## src/rtl/dil_pkg.sv

```systemverilog
package dil_pkg;

  // Pixel and register field widths
  localparam int PIX_W    = 8;
  localparam int CFG_WD_W = 11;
  localparam int CFG_HT_W = 13;
  localparam int APB_AW   = 3;
  localparam int APB_DW   = 32;

  // Register reset values
  localparam logic [CFG_WD_W-1:0] WIDTH_RESET  = 11'd640;
  localparam logic [CFG_HT_W-1:0] HEIGHT_RESET = 13'd480;

  // Value that spreads into its neighborhood
  localparam logic [PIX_W-1:0] FULL_VALUE = 8'd255;

  // Request kind
  localparam logic REQ_FLUSH = 1'b1;

  // Register index (paddr bit 2)
  localparam logic REG_WIDTH  = 1'b0;
  localparam logic REG_HEIGHT = 1'b1;

  typedef logic [PIX_W-1:0] pixel_t;

  // One line buffer entry: row two above and row just above
  typedef struct packed {
    pixel_t upper;
    pixel_t middle;
  } line_pair_t;

  // Per-request control handed from position tracking to the window stage
  typedef struct packed {
    pixel_t pix;
    logic   up_ok;
    logic   mid_ok;
    logic   emit;
    logic   interior;
    logic   last;
  } item_t;

endpackage

```

## src/rtl/dil_ctrl.sv

```systemverilog
module dil_ctrl #(
  parameter int MAX_WIDTH  = 1024,
  parameter int MAX_HEIGHT = 4096,
  localparam int COL_W = $clog2(MAX_WIDTH),
  localparam int WW    = $clog2(MAX_WIDTH + 1),
  localparam int HW    = $clog2(MAX_HEIGHT + 1),
  localparam int ROW_W = $clog2(MAX_HEIGHT + 2)
) (
  input  logic                          clk,
  input  logic                          rst,
  input  logic [dil_pkg::CFG_WD_W-1:0]  cfg_width,
  input  logic [dil_pkg::CFG_HT_W-1:0]  cfg_height,
  input  logic                          restart,
  input  logic                          accept,
  input  logic                          req_type,
  input  dil_pkg::pixel_t               in_pixel,
  output logic                          take,
  output logic [COL_W-1:0]              addr,
  output dil_pkg::item_t                item
);

  logic [COL_W-1:0] in_column;
  logic [ROW_W-1:0] in_row;

  logic [WW-1:0]    eff_w;
  logic [HW-1:0]    eff_h;
  logic [ROW_W-1:0] h_ext;
  logic [WW-1:0]    col_ext;
  logic [WW-1:0]    col_inc;
  logic [ROW_W-1:0] orow;
  logic [WW-1:0]    ocol;
  logic             col_zero;
  logic             frame_open;
  logic             flush;
  logic             emit;
  logic             last;

  // Clamp the configured size into the supported range
  always_comb begin
    if (cfg_width == '0) begin
      eff_w = WW'(1);
    end else if (32'(cfg_width) > 32'(MAX_WIDTH)) begin
      eff_w = WW'(MAX_WIDTH);
    end else begin
      eff_w = WW'(cfg_width);
    end
    if (cfg_height == '0) begin
      eff_h = HW'(1);
    end else if (32'(cfg_height) > 32'(MAX_HEIGHT)) begin
      eff_h = HW'(MAX_HEIGHT);
    end else begin
      eff_h = HW'(cfg_height);
    end
  end

  assign h_ext      = ROW_W'(eff_h);
  assign col_ext    = WW'(in_column);
  assign col_inc    = col_ext + WW'(1);
  assign col_zero   = (in_column == '0);
  assign frame_open = (in_row < h_ext);
  assign flush      = (req_type == dil_pkg::REQ_FLUSH);

  // Flush while frame pixels are still due is dropped without effect
  assign take = accept && !(frame_open && flush);

  // Output position trails the input by width + 1
  assign emit = (in_row >= ROW_W'(2)) || ((in_row == ROW_W'(1)) && !col_zero);
  assign orow = col_zero ? (in_row - ROW_W'(2)) : (in_row - ROW_W'(1));
  assign ocol = col_zero ? (eff_w - WW'(1)) : (col_ext - WW'(1));
  assign last = (orow == (h_ext - ROW_W'(1))) && (ocol == (eff_w - WW'(1)));

  always_comb begin
    item.pix      = frame_open ? in_pixel : '0;
    item.up_ok    = (in_row >= ROW_W'(2));
    item.mid_ok   = (in_row != '0);
    item.emit     = emit;
    item.last     = last;
    item.interior = (orow != '0) && (orow < (h_ext - ROW_W'(1))) &&
                    (ocol != '0) && (ocol < (eff_w - WW'(1)));
  end

  assign addr = in_column;

  // Input position; restarts after the last output and on any register write
  always_ff @(posedge clk) begin
    if (rst || restart) begin
      in_column <= '0;
      in_row    <= '0;
    end else if (take) begin
      if (emit && last) begin
        in_column <= '0;
        in_row    <= '0;
      end else if (col_inc >= eff_w) begin
        in_column <= '0;
        in_row    <= in_row + ROW_W'(1);
      end else begin
        in_column <= in_column + COL_W'(1);
      end
    end
  end

endmodule

```

## config.mk

```make
export PLATFORM = sky130hd
export DESIGN_NAME = dil_ctrl
export DESIGN_NICKNAME = d
export VERILOG_FILES = /design/src/rtl/dil_pkg.sv /design/src/rtl/dil_ctrl.sv
export SDC_FILE = /design/constraint.sdc
export NUM_CORES = 1
export LEC_CHECK = 0
export ABC_CLOCK_PERIOD_IN_PS = 6300
export BUFFER_PORTS_ARGS = -buffer_cell sky130_fd_sc_hd__buf_4
export CAP_MARGIN = 40
export CORE_MARGIN = 2
export CORE_UTILIZATION = 60
export CTS_BUF_LIST = sky130_fd_sc_hd__clkbuf_4 sky130_fd_sc_hd__clkbuf_8
export DETAILED_ROUTE_END_ITERATION = 8
export PLACE_DENSITY_LB_ADDON = 0.12
export SYNTH_ARGS = -nofsm -noshare
export SYNTH_HDL_FRONTEND = slang
export SYNTH_SLANG_ARGS = --single-unit
```

## constraint.sdc

```tcl
create_clock -name clk -period 6.3 [get_ports clk]
set_clock_uncertainty 0.05 [all_clocks]
set_input_delay 1.26 -clock clk [delete_from_list [all_inputs] [get_ports clk]]
set_output_delay 1.26 -clock clk [all_outputs]
set_load 0.05 [all_outputs]
```

# Word-level counts from Yosys, hierarchy flattened
# Index checks and enable logic that the tools add are counted.
# Widths: inputs -> output; s select.
# word_totals
input_bits	37
word_cells	51
output_inout_bits	24
ff_bits	23
# op_classes
n_addsub	8
reduce_logical	20
n_mux	11
n_eq_ne	3
n_lt_le_gt_ge	7
# op_table
cell	n
$mux 13	5
$mux 11	3
$lt 13x13->1	2
$reduce_bool 13->1	2
$sub 13x1->13 const B	2
$mux 10	2
$add 13x1->13 const B	1
$eq 13x1->1 const B	1
$eq 13x13->1	1
$ge 13x2->1 const B	1
$gt 13x13->1 const B	1
$logic_not 13->1	1
$sub 13x2->13 const B	1
$add 10x1->11 const B	1
$eq 11x11->1	1
$ge 11x11->1	1
$gt 11x11->1 const B	1
$logic_not 11->1	1
$lt 11x11->1	1
$reduce_bool 11->1	1
$sub 10x1->11 const B	1
$sub 11x1->11 const B	1
$add 10x1->10 const B	1
$logic_not 10->1	1
other kinds (6)	15

# Logic depth before layout (Yosys ltp)
# logic_depth
ltp_word	10
ltp_mapped	19

# Least setup slack after synthesis
# No wires, ideal clock.
# synth_path
path_type	input port to output port
from	in cfg_width[0] (netlist name)
to	out item[1] (netlist name)
stages	16
arrival_time_ns	5.372
t_required_ns	4.990
setup_slack_ns	-0.382
n_path_buf	0
path_cell_list	or4_4 > or4_4 > nor4_1 > o21ai_1 > ha_1 > inv_1 > a22o_1 > a21oi_1 > mux2_2 > ha_1 > a21oi_1 > nor2_1 > nor3_1 > o311ai_0 > a31o_1 > nor3_1
# synth_rtl
item	line	text
start: declaration	dil_ctrl.sv:11	input logic [dil_pkg::CFG_WD_W-1:0] cfg_width,
end: declaration	dil_ctrl.sv:19	output dil_pkg::item_t item

==> flow_summary.ini <==
[die]
io_pins = 61
die_h_um = 82.1
initial_core_util_pct = 61.9
fp.dieW_um = 82.1
dieArea_mm2 = 0.00675
rows = 28
coreArea_mm2 = 0.00592

[global_route]
grt_usage_pct = 30.5
grt_max_degree = 25
antenna_found_initial = 0
grt_pass1_wl_mm = 16.3
gr-total-overflow = 0
grt_pass1_vias = 3499

[power]
power_density_mw_per_mm2 = 98.6
p_comb_share_pct = 43.7
p_switching_w = 0.000153
power_leakage_nw = 1.89
power_frac_clock_pct = 21.4
peakVddDrop_uv = 147
p_int_w = 0.000267
p_sw_share_pct = 36.5
p_seq_share_pct = 34.9

[clock_network]
cts_tree = yes
numCtsBuffers = 3
cts.sinks = 23
cts_htree_levels = 1
root_buffer = clkbuf_8
hold_buffers = 0
clkTransAtPathRegs_ns = 0.08
cts_max_path_buffers = 2
insertion_delay_ns = 0.26
post_cts_buffers = 0

[synth]
yosysTopAreaCellShare_pct = 20.2
synth_edf_count = 0
synth_top_area_cell = ha_1
synth_area_mm2 = 0.00366
yosys_warnings = 0
synth-main-ff-cell = dfxtp_1
synthXorXnorAreaFrac_pct = 11.2
synthArstFlopShare_pct = 0
synthMuxAreaShare_pct = 1.95
yosysSeqAreaShare_pct = 12.6
syn_nets = 610
syn_avg_cell_area_um2 = 7.13
ys_types = 55
synth_top_family_by_area = simple AND/OR/NAND/NOR gates
synth_fa_ha_area_share_pct = 20.2
synth-seq-cells = 23
synth_compound_area_share_pct = 16.0
synthTopCellsByArea = ha_1, dfxtp_1, nor2_1, xnor2_1, nand2_1
synthesis.instances = 514
synthSimpleGateAreaFrac_pct = 33.0

[place]
dp_slack_ns = -0.0590
detailed_place_hpwl_mm = 7.98
io_buffers = 60
gp_congestion = 0.942

[worst_hold_path]
hp-class = flop to flop

[drt]
final_antenna_net_count = 0
routed_wl_mm = 10.0
viasPerCell = 6.25
drt_iter0_drc = 299
dr.pass1.iters = 5
avgRoutedWirePerCell_um = 15.7
num_vias = 3982
drc_errors = 0

[sta]
tns_ns = 0
fmax_mhz = 161
maxSlewViolCount = 0
period_share_pct = 98.3
finalHoldViolations = 0
setup_ws_ns = 0.105
worstMarginPinSlew_ns = 0.529
timing.slew.headroom_pct = 63.7
setup_viol = 0
fin_crit_ns = 6.19
rsz0062_at_grt = true

[cells_and_area]
drive_above_1_share_pct = 16.7
final_common_cell = buf_4
area_delta_synth_final_pct = 16.2
final_nets = 659
antenna_cells = 0
nFillCells = 520
mostFrequentLayoutCells = buf_4, nor2_1, ha_1

[run]
maxCapViolCount = 0

[critical_path]
crit_type = input port to primary output
critPathArrivalTime_ns = 4.88
end_kind = primary output
worstPathMaxFanout = 6
start_kind = input port
critPathRequiredTime_ns = 4.99

[run_status]
status = finished, final reports clean
==> area by class of cell <==
type                            count  area (µm²)  share of cell area, %
Multi-Input combinational cell    445        3060                   71.8
Clock buffer                        3        41.3                  0.970
Tap cell                           75        93.8                   2.20
Timing Repair Buffer               69         522                   12.3
Sequential cell                    23         460                   10.8
Clock inverter                      1        5.00                  0.118
Inverter                           21        78.8                   1.85
==> metal layers <==
metal | global-route usage, % | up-vias | share of wire [%]
li1 | - | 1932 | -
met1 | 43.8 | 1823 | 45
met2 | 49.2 | 209 | 45
met3 | 1.96 | 18 | 8.4
met4 | 8.33 | 0 | 1.6
met5 | 0 | - | 0
==> timing repair <==
action,in CTS,in global routing
gates resized for setup,3,8
pin swaps,0,2
endpoints found under the setup margin,1,2
cloned,0,0
==> worst max-delay path: stages <==
cell and delay [ns]:
buf_4 0.12, or4_4 0.55, or4_4 0.44, nor4_2 0.15
o21ai_1 0.12, ha_2 0.24, inv_2 0.06, buf_4 0.11
a22o_1 0.17, a21oi_1 0.08, mux2_2 0.29, ha_1 0.29
a21oi_1 0.14, nor2_1 0.08, nor3_2 0.12, o311ai_1 0.11
a31o_1 0.21, nor3_2 0.14, buf_6 0.19
==> power groups by stage <==
stage / clock network (W) / logic [W] / registers (W)
finish: 0.0000898 / 0.000183 / 0.000147
global placement: 0 / 0.000169 / 0.000150
CTS: 0.0000932 / 0.000178 / 0.000147
global route: 0.0000989 / 0.000201 / 0.000147
detailed placement: 0 / 0.000175 / 0.000150
floorplan: 0 / 0.000114 / 0.000151
==> flip-flops by register name, indices dropped and copies added, names as in the netlist <==
| name | flops |
|---|---|
| in_row | 13 |
| addr | 10 |
==> path summary, 6_finish.rpt <==
check | startpoint | to | slack, ns | cells after the start
worst max-delay path | cfg_width[0] | item[1] | 0.11 | 19
worst min-delay path | in_row[1]$_SDFFE_PP0P_ | in_row[1]$_SDFFE_PP0P_ | 0.56 | 2
worst max register to register | addr[2]$_SDFFE_PP0P_ | in_row[3]$_SDFFE_PP0P_ | 1.89 | 14
worst min register to register | in_row[1]$_SDFFE_PP0P_ | in_row[1]$_SDFFE_PP0P_ | 0.56 | 2
==> Yosys cell counts, types with 5 or more instances <==
cell / instances
nor2_1: 63
nor3_1: 20
nand2_1: 53
o21ai_1: 6
buf_2: 6
xnor2_1: 27
and3_1: 8
nand3_1: 23
xor2_1: 20
o21a_1: 6
inv_1: 19
clkbuf_1: 17
a31oi_1: 5
nor4_1: 10
mux2i_1: 6
a21o_1: 5
nand4_1: 15
o21ai_0: 19
and2_1: 11
dfxtp_1: 23
a21oi_1: 32
nor2b_1: 6
or3_1: 7
ha_1: 59
==> cells by family (layout without fill, tap and decap cells) <==
logic type	Yosys count	count (layout)
simple gates	238	238
compound gates	94	94
fa+ha+maj	59	59
xor+xnor	47	47
buf+inv	46	94
flops	23	23
mux	7	7
==> per-stage QoR <==
step	instance area, µm²	power, W	hold slack [ns]	instances	utilization [%]
after floorplan	3670	0.000264	0.467	514	-
after global placement	4170	0.000319	0.533	633	70.5
after detailed placement	4170	0.000325	0.534	633	70.5
after CTS	4230	0.000418	0.551	637	71.4
after global routing	4260	0.000447	0.596	637	71.9
final	4260	0.000420	0.556	637	71.9
No activity file was read; power rests on OpenSTA's default activity.
