--- src/rtl/dil_pkg.sv ---
package dil_pkg;

  // Pixel and register field widths
  localparam int PIX_W    = 8;
  localparam int CFG_WD_W = 11;
  localparam int CFG_HT_W = 13;
  localparam int APB_AW   = 3;
  localparam int APB_DW   = 32;

  // Register reset values
  localparam logic [CFG_WD_W-1:0] WIDTH_RESET  = 11'd640;
  localparam logic [CFG_HT_W-1:0] HEIGHT_RESET = 13'd480;

  // Value that spreads into its neighborhood
  localparam logic [PIX_W-1:0] FULL_VALUE = 8'd255;

  // Request kind
  localparam logic REQ_FLUSH = 1'b1;

  // Register index (paddr bit 2)
  localparam logic REG_WIDTH  = 1'b0;
  localparam logic REG_HEIGHT = 1'b1;

  typedef logic [PIX_W-1:0] pixel_t;

  // One line buffer entry: row two above and row just above
  typedef struct packed {
    pixel_t upper;
    pixel_t middle;
  } line_pair_t;

  // Per-request control handed from position tracking to the window stage
  typedef struct packed {
    pixel_t pix;
    logic   up_ok;
    logic   mid_ok;
    logic   emit;
    logic   interior;
    logic   last;
  } item_t;

endpackage

--- src/rtl/dil_out_if.sv ---
interface dil_out_if;
  logic            valid;
  logic            ready;
  dil_pkg::pixel_t out_pixel;
  logic            frame_last;

  modport source (output valid, out_pixel, frame_last, input ready);
  modport sink (input valid, out_pixel, frame_last, output ready);
endinterface

--- src/rtl/dil_win.sv ---
module dil_win #(
  parameter int MAX_WIDTH = 1024,
  localparam int COL_W = $clog2(MAX_WIDTH)
) (
  input  logic                 clk,
  input  logic                 rst,
  input  logic                 take,
  input  logic [COL_W-1:0]     addr,
  input  dil_pkg::item_t       item,
  output logic                 ready,
  input  dil_pkg::line_pair_t  rd_data,
  output logic                 wr_en,
  output logic [COL_W-1:0]     wr_addr,
  output dil_pkg::line_pair_t  wr_data,
  dil_out_if.source            results
);

  logic                         s1_valid;
  logic [COL_W-1:0]             s1_addr;
  dil_pkg::item_t               s1_item;
  logic                         s1_fwd;
  dil_pkg::line_pair_t          fwd_data;
  dil_pkg::line_pair_t          mem_pair;
  dil_pkg::pixel_t              up;
  dil_pkg::pixel_t              mid;
  dil_pkg::pixel_t              center;
  dil_pkg::pixel_t              res;
  dil_pkg::pixel_t [2:0][2:0]   win_q;
  dil_pkg::pixel_t [2:0][2:0]   win_next;
  logic                         any_full;
  logic                         adv;

  // Stage 1 moves on whenever the output register is free or being drained
  assign adv   = !results.valid || results.ready;
  assign ready = !s1_valid || adv;

  // Line buffer data, forwarded when the previous request wrote the same entry
  assign mem_pair = s1_fwd ? fwd_data : rd_data;
  assign up       = s1_item.up_ok  ? mem_pair.upper  : '0;
  assign mid      = s1_item.mid_ok ? mem_pair.middle : '0;

  // Write back: rows shift down by one at this column
  assign wr_en          = s1_valid && adv;
  assign wr_addr        = s1_addr;
  assign wr_data.upper  = mid;
  assign wr_data.middle = s1_item.pix;

  // Shift the window left and load the new column
  always_comb begin
    for (int r = 0; r < 3; r++) begin
      win_next[r][0] = win_q[r][1];
      win_next[r][1] = win_q[r][2];
    end
    win_next[0][2] = up;
    win_next[1][2] = mid;
    win_next[2][2] = s1_item.pix;
  end

  // Dilation of a zero interior pixel
  always_comb begin
    any_full = 1'b0;
    for (int r = 0; r < 3; r++) begin
      for (int c = 0; c < 3; c++) begin
        if (win_next[r][c] == dil_pkg::FULL_VALUE) begin
          any_full = 1'b1;
        end
      end
    end
  end

  assign center = win_next[1][1];
  assign res    = ((center == '0) && s1_item.interior && any_full) ?
                  dil_pkg::FULL_VALUE : center;

  // Control: stage valid, window, output valid
  always_ff @(posedge clk) begin
    if (rst) begin
      s1_valid      <= 1'b0;
      win_q         <= '0;
      results.valid <= 1'b0;
    end else begin
      if (ready) begin
        s1_valid <= take;
      end
      if (wr_en) begin
        win_q <= win_next;
      end
      if (wr_en && s1_item.emit) begin
        results.valid <= 1'b1;
      end else if (results.ready) begin
        results.valid <= 1'b0;
      end
    end
  end

  // Payload
  always_ff @(posedge clk) begin
    if (take) begin
      s1_addr  <= addr;
      s1_item  <= item;
      s1_fwd   <= wr_en && (wr_addr == addr);
      fwd_data <= wr_data;
    end
    if (wr_en && s1_item.emit) begin
      results.out_pixel  <= res;
      results.frame_last <= s1_item.last;
    end
  end

endmodule

--- src/flat_wrapper.sv ---
// flat-port wrapper written by rule: the top's interface ports become plain ports
module dil_win_flat 
#(
  parameter int MAX_WIDTH = 1024,
  localparam int COL_W = $clog2(MAX_WIDTH)
)
  (clk, rst, take, addr, item, ready, rd_data, wr_en, wr_addr, wr_data, results_valid, results_out_pixel, results_frame_last, results_ready);
  dil_out_if results_i ();
  input  logic clk;
  input  logic rst;
  input  logic take;
  input  logic [COL_W-1:0] addr;
  input  dil_pkg::item_t item;
  output logic ready;
  input  dil_pkg::line_pair_t rd_data;
  output logic wr_en;
  output logic [COL_W-1:0] wr_addr;
  output dil_pkg::line_pair_t wr_data;
  output wire logic [$bits(results_i.valid)-1:0] results_valid;
  output wire logic [$bits(results_i.out_pixel)-1:0] results_out_pixel;
  output wire logic [$bits(results_i.frame_last)-1:0] results_frame_last;
  input wire logic [$bits(results_i.ready)-1:0] results_ready;
  assign results_valid = results_i.valid;
  assign results_out_pixel = results_i.out_pixel;
  assign results_frame_last = results_i.frame_last;
  assign results_i.ready = results_ready;
  dil_win #(.MAX_WIDTH(MAX_WIDTH)) u_core (.clk(clk), .rst(rst), .take(take), .addr(addr), .item(item), .ready(ready), .rd_data(rd_data), .wr_en(wr_en), .wr_addr(wr_addr), .wr_data(wr_data), .results(results_i));
endmodule
--- config.mk ---
export PLATFORM = sky130hd
export DESIGN_NAME = dil_win_flat
export DESIGN_NICKNAME = d
export VERILOG_FILES = /design/src/rtl/dil_pkg.sv /design/src/rtl/dil_out_if.sv /design/src/rtl/dil_win.sv /design/src/flat_wrapper.sv
export SDC_FILE = /design/constraint.sdc
export NUM_CORES = 1
export LEC_CHECK = 0
export BUFFER_PORTS_ARGS = -buffer_cell sky130_fd_sc_hd__buf_2
export CORE_ASPECT_RATIO = 1.4
export CORE_UTILIZATION = 40
export CTS_CLUSTER_DIAMETER = 150
export DETAILED_ROUTE_END_ITERATION = 10
export REMOVE_ABC_BUFFERS = 1
export SLEW_MARGIN = 10
export SYNTH_ARGS = -nofsm -noshare
export SYNTH_HDL_FRONTEND = slang
export SYNTH_SLANG_ARGS = --single-unit
--- constraint.sdc ---
create_clock -name clk -period 4.56 [get_ports clk]
set_clock_uncertainty 0.05 [all_clocks]
set_input_delay 0.228 -clock clk [delete_from_list [all_inputs] [get_ports clk]]
set_output_delay 0.228 -clock clk [all_outputs]
set_load 0.05 [all_outputs]
* Word-level counts from Yosys, hierarchy flattened *
Index checks and enable logic that the tools add are counted.

word-level totals
  flip-flop bits (word level) = 99
  input bits = 43
  output and inout bits = 38

operators by class
  equality and inequality tests = 10
  muxes and demuxes = 14
  reduce and logical (&&, ||, !) cells = 11

operator list
  cell                  count
  $eq A8 B8 Y1 const B  9
  $mux W16              1
  $mux W8               2
  $mux W1               11
  $eq A10 B10 Y1        1
  $logic_not A8 Y1      1
  $logic_and A1 B1 Y1   5
  $logic_not A1 Y1      2
  $logic_or A1 B1 Y1    2
  $reduce_bool A2 Y1    1

* Logic depth before layout (Yosys ltp) *
Gate-level depths: netlist of run 1.

  word-level depth = 11
  depth in mapped cells = 7

* Worst setup path before layout of run 1 *
No wires, ideal clock.

  kind = flip-flop to flip-flop
  start point = reg u_core.results.valid
  end point = reg u_core.win_q, in the netlist u_core.win_next[60]
  setup time = 0.071 ns
  arrival time = 1.842 ns
  data required time = 4.439 ns
  slack = 2.597 ns
  stages on the path, launching flop included = 8
  clock period less this slack = 1.963 ns
  cell sequence = dfxtp_1 -> nand2b_1 -> nand2_1 -> inv_1 -> buf_2 -> buf_1 -> nand2_1 -> a21oi_1

between the ends
  longest elaborated chain between the ends = 3

ends and longest elaborated chain
  item                    RTL line            RTL
  start, declared         dil_out_if.sv:7     modport source (output valid, out_pixel, frame_last, input ready);
  start signal, assigned  dil_win.sv:80       results.valid <= 1'b0;
  start signal, assigned  dil_win.sv:89       results.valid <= 1'b1;
  start signal, assigned  dil_win.sv:91       results.valid <= 1'b0;
  $logic_not A1 Y1        dil_win.sv:34       assign adv = !results.valid || results.ready;
  $logic_or A1 B1 Y1      dil_win.sv:34
  $logic_and A1 B1 Y1     dil_win.sv:43       assign wr_en = s1_valid && adv;
  via wr_en               flat_wrapper.sv:16  output logic wr_en;
  end signal, assigned    dil_win.sv:86       win_q <= win_next;
  end, declared           dil_win.sv:28       dil_pkg::pixel_t [2:0][2:0] win_q;

The timed path passes the listed nets, and every way through them passes these cells.
A chain may end at the register's enable or synchronous reset.

* Final worst setup path of run 1 *
  start point = reg u_core.s1_fwd
  end point = reg u_core.results.out_pixel[6] (data pin)

between the ends
  longest elaborated chain between the ends = 11

ends and longest elaborated chain
  item                    RTL line         RTL
  start, declared         dil_win.sv:21    logic s1_fwd;
  start signal, assigned  dil_win.sv:101   s1_fwd <= wr_en && (wr_addr == addr);
  $mux W16 *              dil_win.sv:38    assign mem_pair = s1_fwd ? fwd_data : rd_data;
  $mux W8                 dil_win.sv:39    assign up = s1_item.up_ok ? mem_pair.upper : '0;
  $eq A8 B8 Y1            dil_win.sv:64    if (win_next[r][c] == dil_pkg::FULL_VALUE) begin
  $mux W1 (3 in a row)    dil_win.sv:64
  $mux W1 * (4 in a row)  dil_win.sv:64
  $logic_and A1 B1 Y1 *   dil_win.sv:72    assign res = ((center == '0) && s1_item.interior && any_full) ?
  end signal, assigned    dil_win.sv:105   results.out_pixel <= res;
  end, declared           dil_out_if.sv:7

Every way passes the cells marked *; elsewhere a longest branch is shown, timed or not.

==> results.json, run 1 <==
{
  "run_status": "finished, final reports clean",
  "max_clock_freq_ghz": 0.397,
  "crit_end": "u_core.results.out_pixel[6]$_SDFFCE_PP1P_",
  "count_of_flip_flops_with_a_built_in_enable_after_synthesis": 49,
  "reg2reg_to": "u_core.results.out_pixel[6]$_SDFFCE_PP1P_",
  "cts.sinks": 99,
  "post-route-period-util_pct": 55.3,
  "reg2regPathDepth": 5,
  "detail_route.iter0.violations": 196,
  "yosys_warnings": 0,
  "timing.critical_path.to_type": "flip-flop",
  "worst_ir_drop_vdd_uv": 311,
  "grt_use_met3_pct": 4.49,
  "initial_core_util_pct": 40.9,
  "holdBufCountCts": 6,
  "worst_slack_ns": 2.04,
  "num-nets-final": 484,
  "die-width_um": 87.0,
  "vias": 2876,
  "worst-path-max-fanout": 24,
  "crit_chain": "mux2_2, o211ai_2, nor4_2, nor4_4, o21bai_1",
  "routed_via_density": 4.95,
  "clk_latency_ns": 0.34,
  "synth_area_leader_cell": "edfxtp_1",
  "netlist_area_pre_place_um2": 4050,
  "global_route.usage.total_pct": 17.4,
  "cts_setup_buffers": 0,
  "grt_overflow_total": 0,
  "ant_nets": 0,
  "grt_util_met2_pct": 29.9,
  "synth-main-ff-cell": "dfxtp_1",
  "cp.arrival_ns": 2.55,
  "synth_seq_cells": 99,
  "core-area_um2": 9900,
  "yosysUniqueCellTypes": 37,
  "power.total_mw": 2.00,
  "antenna_cells": 0,
  "detailed_place.area_um2": 4410,
  "avgRoutedWirePerCell_um": 14.7,
  "crit_required_ns": 4.59,
  "critPathSlowestCell": "edfxtp_1",
  "die-area_um2": 10500,
  "number_of_detailed_routing_iterations_run_before_antenna_repair": 4,
  "htree_levels": 3,
  "globalplace.congestion": 0.778,
  "post_route_setup_tns_ns": 0,
  "count_of_pins_over_their_slew_limit": 0,
  "finalHoldViolations": 0,
  "most_instantiated_library_cell_after_synthesis": "nand2_1",
  "clkTransAtPathRegs_ns": 0.07,
  "use_met1_pct": 20.3,
  "rrSetupSlack_ns": 2.04,
  "critical_path.max_stage_delay_ns": 0.95,
  "maxCapViolCount": 0,
  "fin_crit_ns": 2.52,
  "top_post_synthesis_cells_by_count": "nand2_1 (84), dfxtp_1 (50), edfxtp_1 (49)",
  "cellLeakagePower_nw": 1.78,
  "area_of_all_placed_cells_without_fillers_um2": 4790,
  "placement.setup.worst_slack_ns": 2.04,
  "hold-worst-slack_ns": 0.0117,
  "max_slew_headroom_at_the_worst_pin_pct": 39.4,
  "grt_pass1_wl_um": 13600,
  "detailedPlacementHpwl_um": 6000,
  "post_cts_resize_count": 0,
  "die_h_um": 121,
  "avgSynthCellArea_um2": 10.7,
  "ioPinCount": 81,
  "rsz0062_at_grt": "false",
  "floorplan.rows": 43,
  "grt_max_degree": 51,
  "startpoint_type": "flip-flop",
  "finalSetupViolations": 0,
  "hp-class": "primary input to flip-flop",
  "post_route_cells_drive_above_1_share_pct": 25.6,
  "number_of_global_route_vias_before_repair": 2711,
  "clock_path_buffers": 2,
  "busiest_layer": "met2",
  "worst-slew-pin-transition_ns": 0.909,
  "numPortBuffers": 80,
  "initial_antenna_violation_count": 0,
  "postSynthCellCount": 378,
  "startpoint": "u_core.s1_fwd$_DFFE_PP_",
  "timing.rr.start": "u_core.s1_fwd$_DFFE_PP_",
  "drc_markers": 0,
  "final.fill_count": 943,
  "area_delta_synth_final_pct": 18.3,
  "synth.top_cells.by_area": "edfxtp_1 (36%), dfxtp_1 (25%), nand2_1 (7.8%), a21oi_1 (5.8%), buf_4 (3.2%)",
  "cell_at_the_root_of_the_clock_tree": "clkbuf_16",
  "power_per_cell_area_nw_per_um2": 418,
  "worstSetupPathType": "flip-flop to flip-flop",
  "tritoncts": "yes",
  "synth_seq_area_share_pct": 61.1,
  "cts_buffers": 9,
  "detailed_route_wire_length_um": 8540,
  "postSynth.asyncResetShare_pct": 0,
  "synth.top_cell.area_share_pct": 36.3
}
## per-stage QoR
| stage | cells | util [%] |
|---|---|---|
| 6_report | 581 | 48.4 |
| 5_1_grt | 581 | 48.4 |
| 4_1_cts | 581 | 48.4 |
| 3_5_place_dp | 559 | 44.6 |
| 3_3_place_gp | 559 | 44.6 |
| 2_1_floorplan | 342 | - |
## flip-flops by register name, summed over array words and instances, names as in the netlist
name                       flops
u_core.s1_valid                1
u_core.wr_addr                10
u_core.results.out_pixel       8
u_core.s1_item                 5
u_core.results.valid           1
u_core.win_next               40
u_core.s1_fwd                  1
u_core.fwd_data               16
u_core.wr_data                 8
u_core.results.frame_last      1
u_core.center                  8
## cells in the final DEF (no fill, tap or decap), types with 5 or more instances in the layout
master / n
nand4_1: 15
nand3_1: 10
mux2i_1: 7
edfxtp_1: 49
mux2_2: 10
xnor2_1: 5
xor2_1: 5
o21bai_1: 8
clkbuf_16: 11
nor2_1: 23
buf_2: 80
nand2_1: 84
dlygate4sd3_1: 6
a21oi_1: 47
dfxtp_1: 50
## power breakdown
group	internal (mW)	total (mW)	switching [mW]
logic	0.0613	0.216	0.155
clock network	0.452	0.773	0.321
registers	0.981	1.01	0.0312
total	1.49	2.00	0.507
## logic make-up after synthesis
group                  synth area share [%]
AND/OR/NAND/NOR                        18.2
flip-flops                             61.1
AO/OA/AOI/OAI                          8.34
buffers and inverters                  5.72
multiplexers                           4.51
XOR/XNOR                               2.16
## worst min-delay path by stage
stage | start | endpoint | slack, ns | cells after the start
CTS | item[6] | u_core.wr_data[1]$_DFFE_PP_ | 0.00009 | 1
finish | item[6] | u_core.wr_data[1]$_DFFE_PP_ | 0.01 | 1
floorplan | rst | u_core.center[0]$_SDFFE_PP0P_ | 0.25 | 1
global route | item[5] | u_core.wr_data[0]$_DFFE_PP_ | 0.002 | 1
detailed placement | item[6] | u_core.wr_data[1]$_DFFE_PP_ | 0.36 | 1
global placement | u_core.s1_item[0]$_DFFE_PP_ | u_core.results.frame_last$_DFFE_PP_ | 0.35 | 0
## routing by layer
layer	share of wire [%]	wire [µm]	vias to the layer above
li1	-	-	1432
met4	1.9	163	0
met3	5.1	432	11
met5	0	0	-
met2	52	4420	71
met1	41	3520	1362
## critical path, delay by kind of cell (launching register included)
family          cells  cell delay [ns]
mux                 1             0.44
flops               1             0.95
compound gates      2             0.18
simple gates        2             0.63
## area by class of cell
class                           instances  area [µm²]  share of cell area (%)
Sequential cell                        99        2470                    51.6
Clock inverter                          4        27.5                   0.575
Inverter                                3        11.3                   0.235
Tap cell                              135         169                    3.53
Timing Repair Buffer                   88         475                    9.93
Clock buffer                           12         289                    6.03
Multi-Input combinational cell        240        1350                    28.1
No activity file was read; power rests on OpenSTA's default activity.
==> inputs of run 2 (changes only) <==
==> constraint.sdc (replaced) <==
create_clock -name clk -period 2.1 [get_ports clk]
set_clock_uncertainty 0.05 [all_clocks]
set_input_delay 0.105 -clock clk [delete_from_list [all_inputs] [get_ports clk]]
set_output_delay 0.105 -clock clk [all_outputs]
set_load 0.05 [all_outputs]
==> run 2 against run 1 <==
Via count up 3.3%. Flip-flop and latch count unchanged. Fmax up 30%. Utilization up 2.6 points. Non-clock buffer count up 26. Critical path type unchanged. Largest power group unchanged.
==> results.json, run 2 (same netlist as run 1, synthesis figures left out) <==
{
  "max_slew_headroom_at_the_worst_pin_pct": 65.0,
  "worst-slew-pin-transition_ns": 0.526,
  "holdPathStages": 4,
  "cp_num_buf_inv": 2,
  "sequentialPowerShare_pct": 49.2,
  "detailedPlacementHpwl_um": 6030,
  "timing.critical_path.to_type": "flip-flop",
  "core-area_um2": 9900,
  "routed_via_density": 4.89,
  "max_reg_flops": 40,
  "cts.sinks": 99,
  "die_h_um": 121,
  "count_of_pins_over_their_slew_limit": 0,
  "detailed_place.area_um2": 4490,
  "grt_max_degree": 51,
  "ioPinCount": 81,
  "run_status": "finished, final reports clean",
  "worstSetupPathDepth": 7,
  "pwr-share-comb_pct": 11.6,
  "grt_pass1_wl_um": 13800,
  "power_report.internal_total_mw": 3.35,
  "grt_overflow_total": 0,
  "avgRoutedWirePerCell_um": 14.3,
  "power.total_mw": 4.45,
  "finish.cell_count_without_fillers": 607,
  "maxCapViolCount": 0,
  "ant_nets": 0,
  "area_delta_synth_final_pct": 24.6,
  "post_route_setup_tns_ns": 0,
  "power_switching_share_pct": 24.6,
  "die-area_um2": 10500,
  "crit_chain": "buf_12, nand3b_4, a211o_1, nor4_4, nor4_4, buf_4, o21bai_1",
  "reg2regPathDepth": 7,
  "initial_core_util_pct": 40.9,
  "rsz0062_at_grt": "false",
  "finalHoldViolations": 0,
  "power.switching_mw": 1.10,
  "tritoncts": "yes",
  "cts_buffers": 9,
  "place_inst": 568,
  "global_route.usage.total_pct": 17.8,
  "crit_required_ns": 2.24,
  "startpoint_type": "flip-flop",
  "final.fill_count": 929,
  "globalplace.congestion": 0.800,
  "number_of_detailed_routing_iterations_run_before_antenna_repair": 4,
  "die-width_um": 87.0,
  "detailed_route_wire_length_um": 8700,
  "initial_antenna_violation_count": 0,
  "cellLeakagePower_nw": 1.90,
  "numPortBuffers": 80,
  "worst_ir_drop_vdd_uv": 490,
  "cts_setup_buffers": 0,
  "post-route-period-util_pct": 92.0,
  "hp-class": "primary input to flip-flop",
  "cp_common_cell": "nor4_4",
  "layout_common_cells": "nand2_1 (84), buf_2 (80), dfxtp_1 (50)",
  "drc_markers": 0,
  "power_per_cell_area_nw_per_um2": 882,
  "num-nets-final": 510,
  "clk_latency_ns": 0.34,
  "critical_path.max_stage_delay_ns": 0.41,
  "worstSetupPathType": "flip-flop to flip-flop",
  "floorplan.rows": 43,
  "clkTransAtPathRegs_ns": 0.07,
  "fin_crit_ns": 1.93,
  "most_common_cell_after_layout_fill_and_taps_aside": "nand2_1",
  "cp.arrival_ns": 2.07,
  "finalSetupViolations": 0,
  "area_of_all_placed_cells_without_fillers_um2": 5050,
  "vias": 2970,
  "clock_path_buffers": 2,
  "max_clock_freq_ghz": 0.518,
  "post_route_cells_drive_above_1_share_pct": 25.8,
  "cpLargestDelayFamily": "simple AND/OR/NAND/NOR gates",
  "worst-path-max-fanout": 24,
  "placement.setup.worst_slack_ns": 0.156,
  "htree_levels": 3,
  "antenna_cells": 0,
  "cell_at_the_root_of_the_clock_tree": "clkbuf_16",
  "number_of_global_route_vias_before_repair": 2820,
  "worst_slack_ns": 0.168,
  "detail_route.iter0.violations": 200,
  "clkPwrFrac_pct": 39.3,
  "critPathSlowestCell": "edfxtp_1"
}
run 2: repair_timing:
item,CTS,global route
gates resized for setup,0,0
hold buffers,23,0
endpoints found under the hold margin,23,0
run 2: final timing paths:
path                            slack, ns                   startpoint                                         to
worst min-delay path                 0.04                results_ready          u_core.results.valid$_SDFFE_PP0P_
worst max-delay path                 0.17      u_core.s1_fwd$_DFFE_PP_  u_core.results.out_pixel[0]$_SDFFCE_PP1P_
worst max register to register       0.17      u_core.s1_fwd$_DFFE_PP_  u_core.results.out_pixel[0]$_SDFFCE_PP1P_
worst min register to register       0.38  u_core.s1_item[0]$_DFFE_PP_        u_core.results.frame_last$_DFFE_PP_
run 2: worst register-to-register path: cells and delay by family, from the launching register on:
family / cells / cell delay (ns)
simple gates: 3 / 0.50
compound gates: 2 / 0.46
flops: 1 / 0.41
buf+inv: 2 / 0.36
run 2: per-stage QoR:
stage	util, %	hold slack [ns]
floorplan	-	0.124
global placement	45.4	0.231
detailed placement	45.4	0.233
CTS	51.0	0.0377
global route	51.0	0.0798
finish	51.0	0.0413
run 2: layout make-up:
cell class	count	area (µm²)	area share [%]
Sequential cell	99	2470	49.0
Multi-Input combinational cell	240	1350	26.7
Timing Repair Buffer	114	726	14.4
Clock buffer	13	282	5.58
Tap cell	135	169	3.35
Clock inverter	3	41.3	0.818
Inverter	3	11.3	0.223
run 2: power by group through the flow:
| stage | Combinational, mW | Clock (mW) | Sequential [mW] |
|---|---|---|---|
| after global routing | 0.551 | 1.86 | 2.20 |
| after CTS | 0.518 | 1.78 | 2.19 |
| after global placement | 0.481 | 0 | 2.23 |
| after floorplan | 0.178 | 0 | 2.35 |
| after detailed placement | 0.485 | 0 | 2.23 |
| final | 0.515 | 1.75 | 2.19 |
run 2: metal layers:
layer  vias to the layer above  GRT usage [%]  part of all wire (%)
li1                       1481              -                     -
met1                      1403           20.2                    42
met2                        72           30.6                    52
met3                        14           4.63                   4.1
met4                         0           8.65                   2.3
met5                         -              0                     0
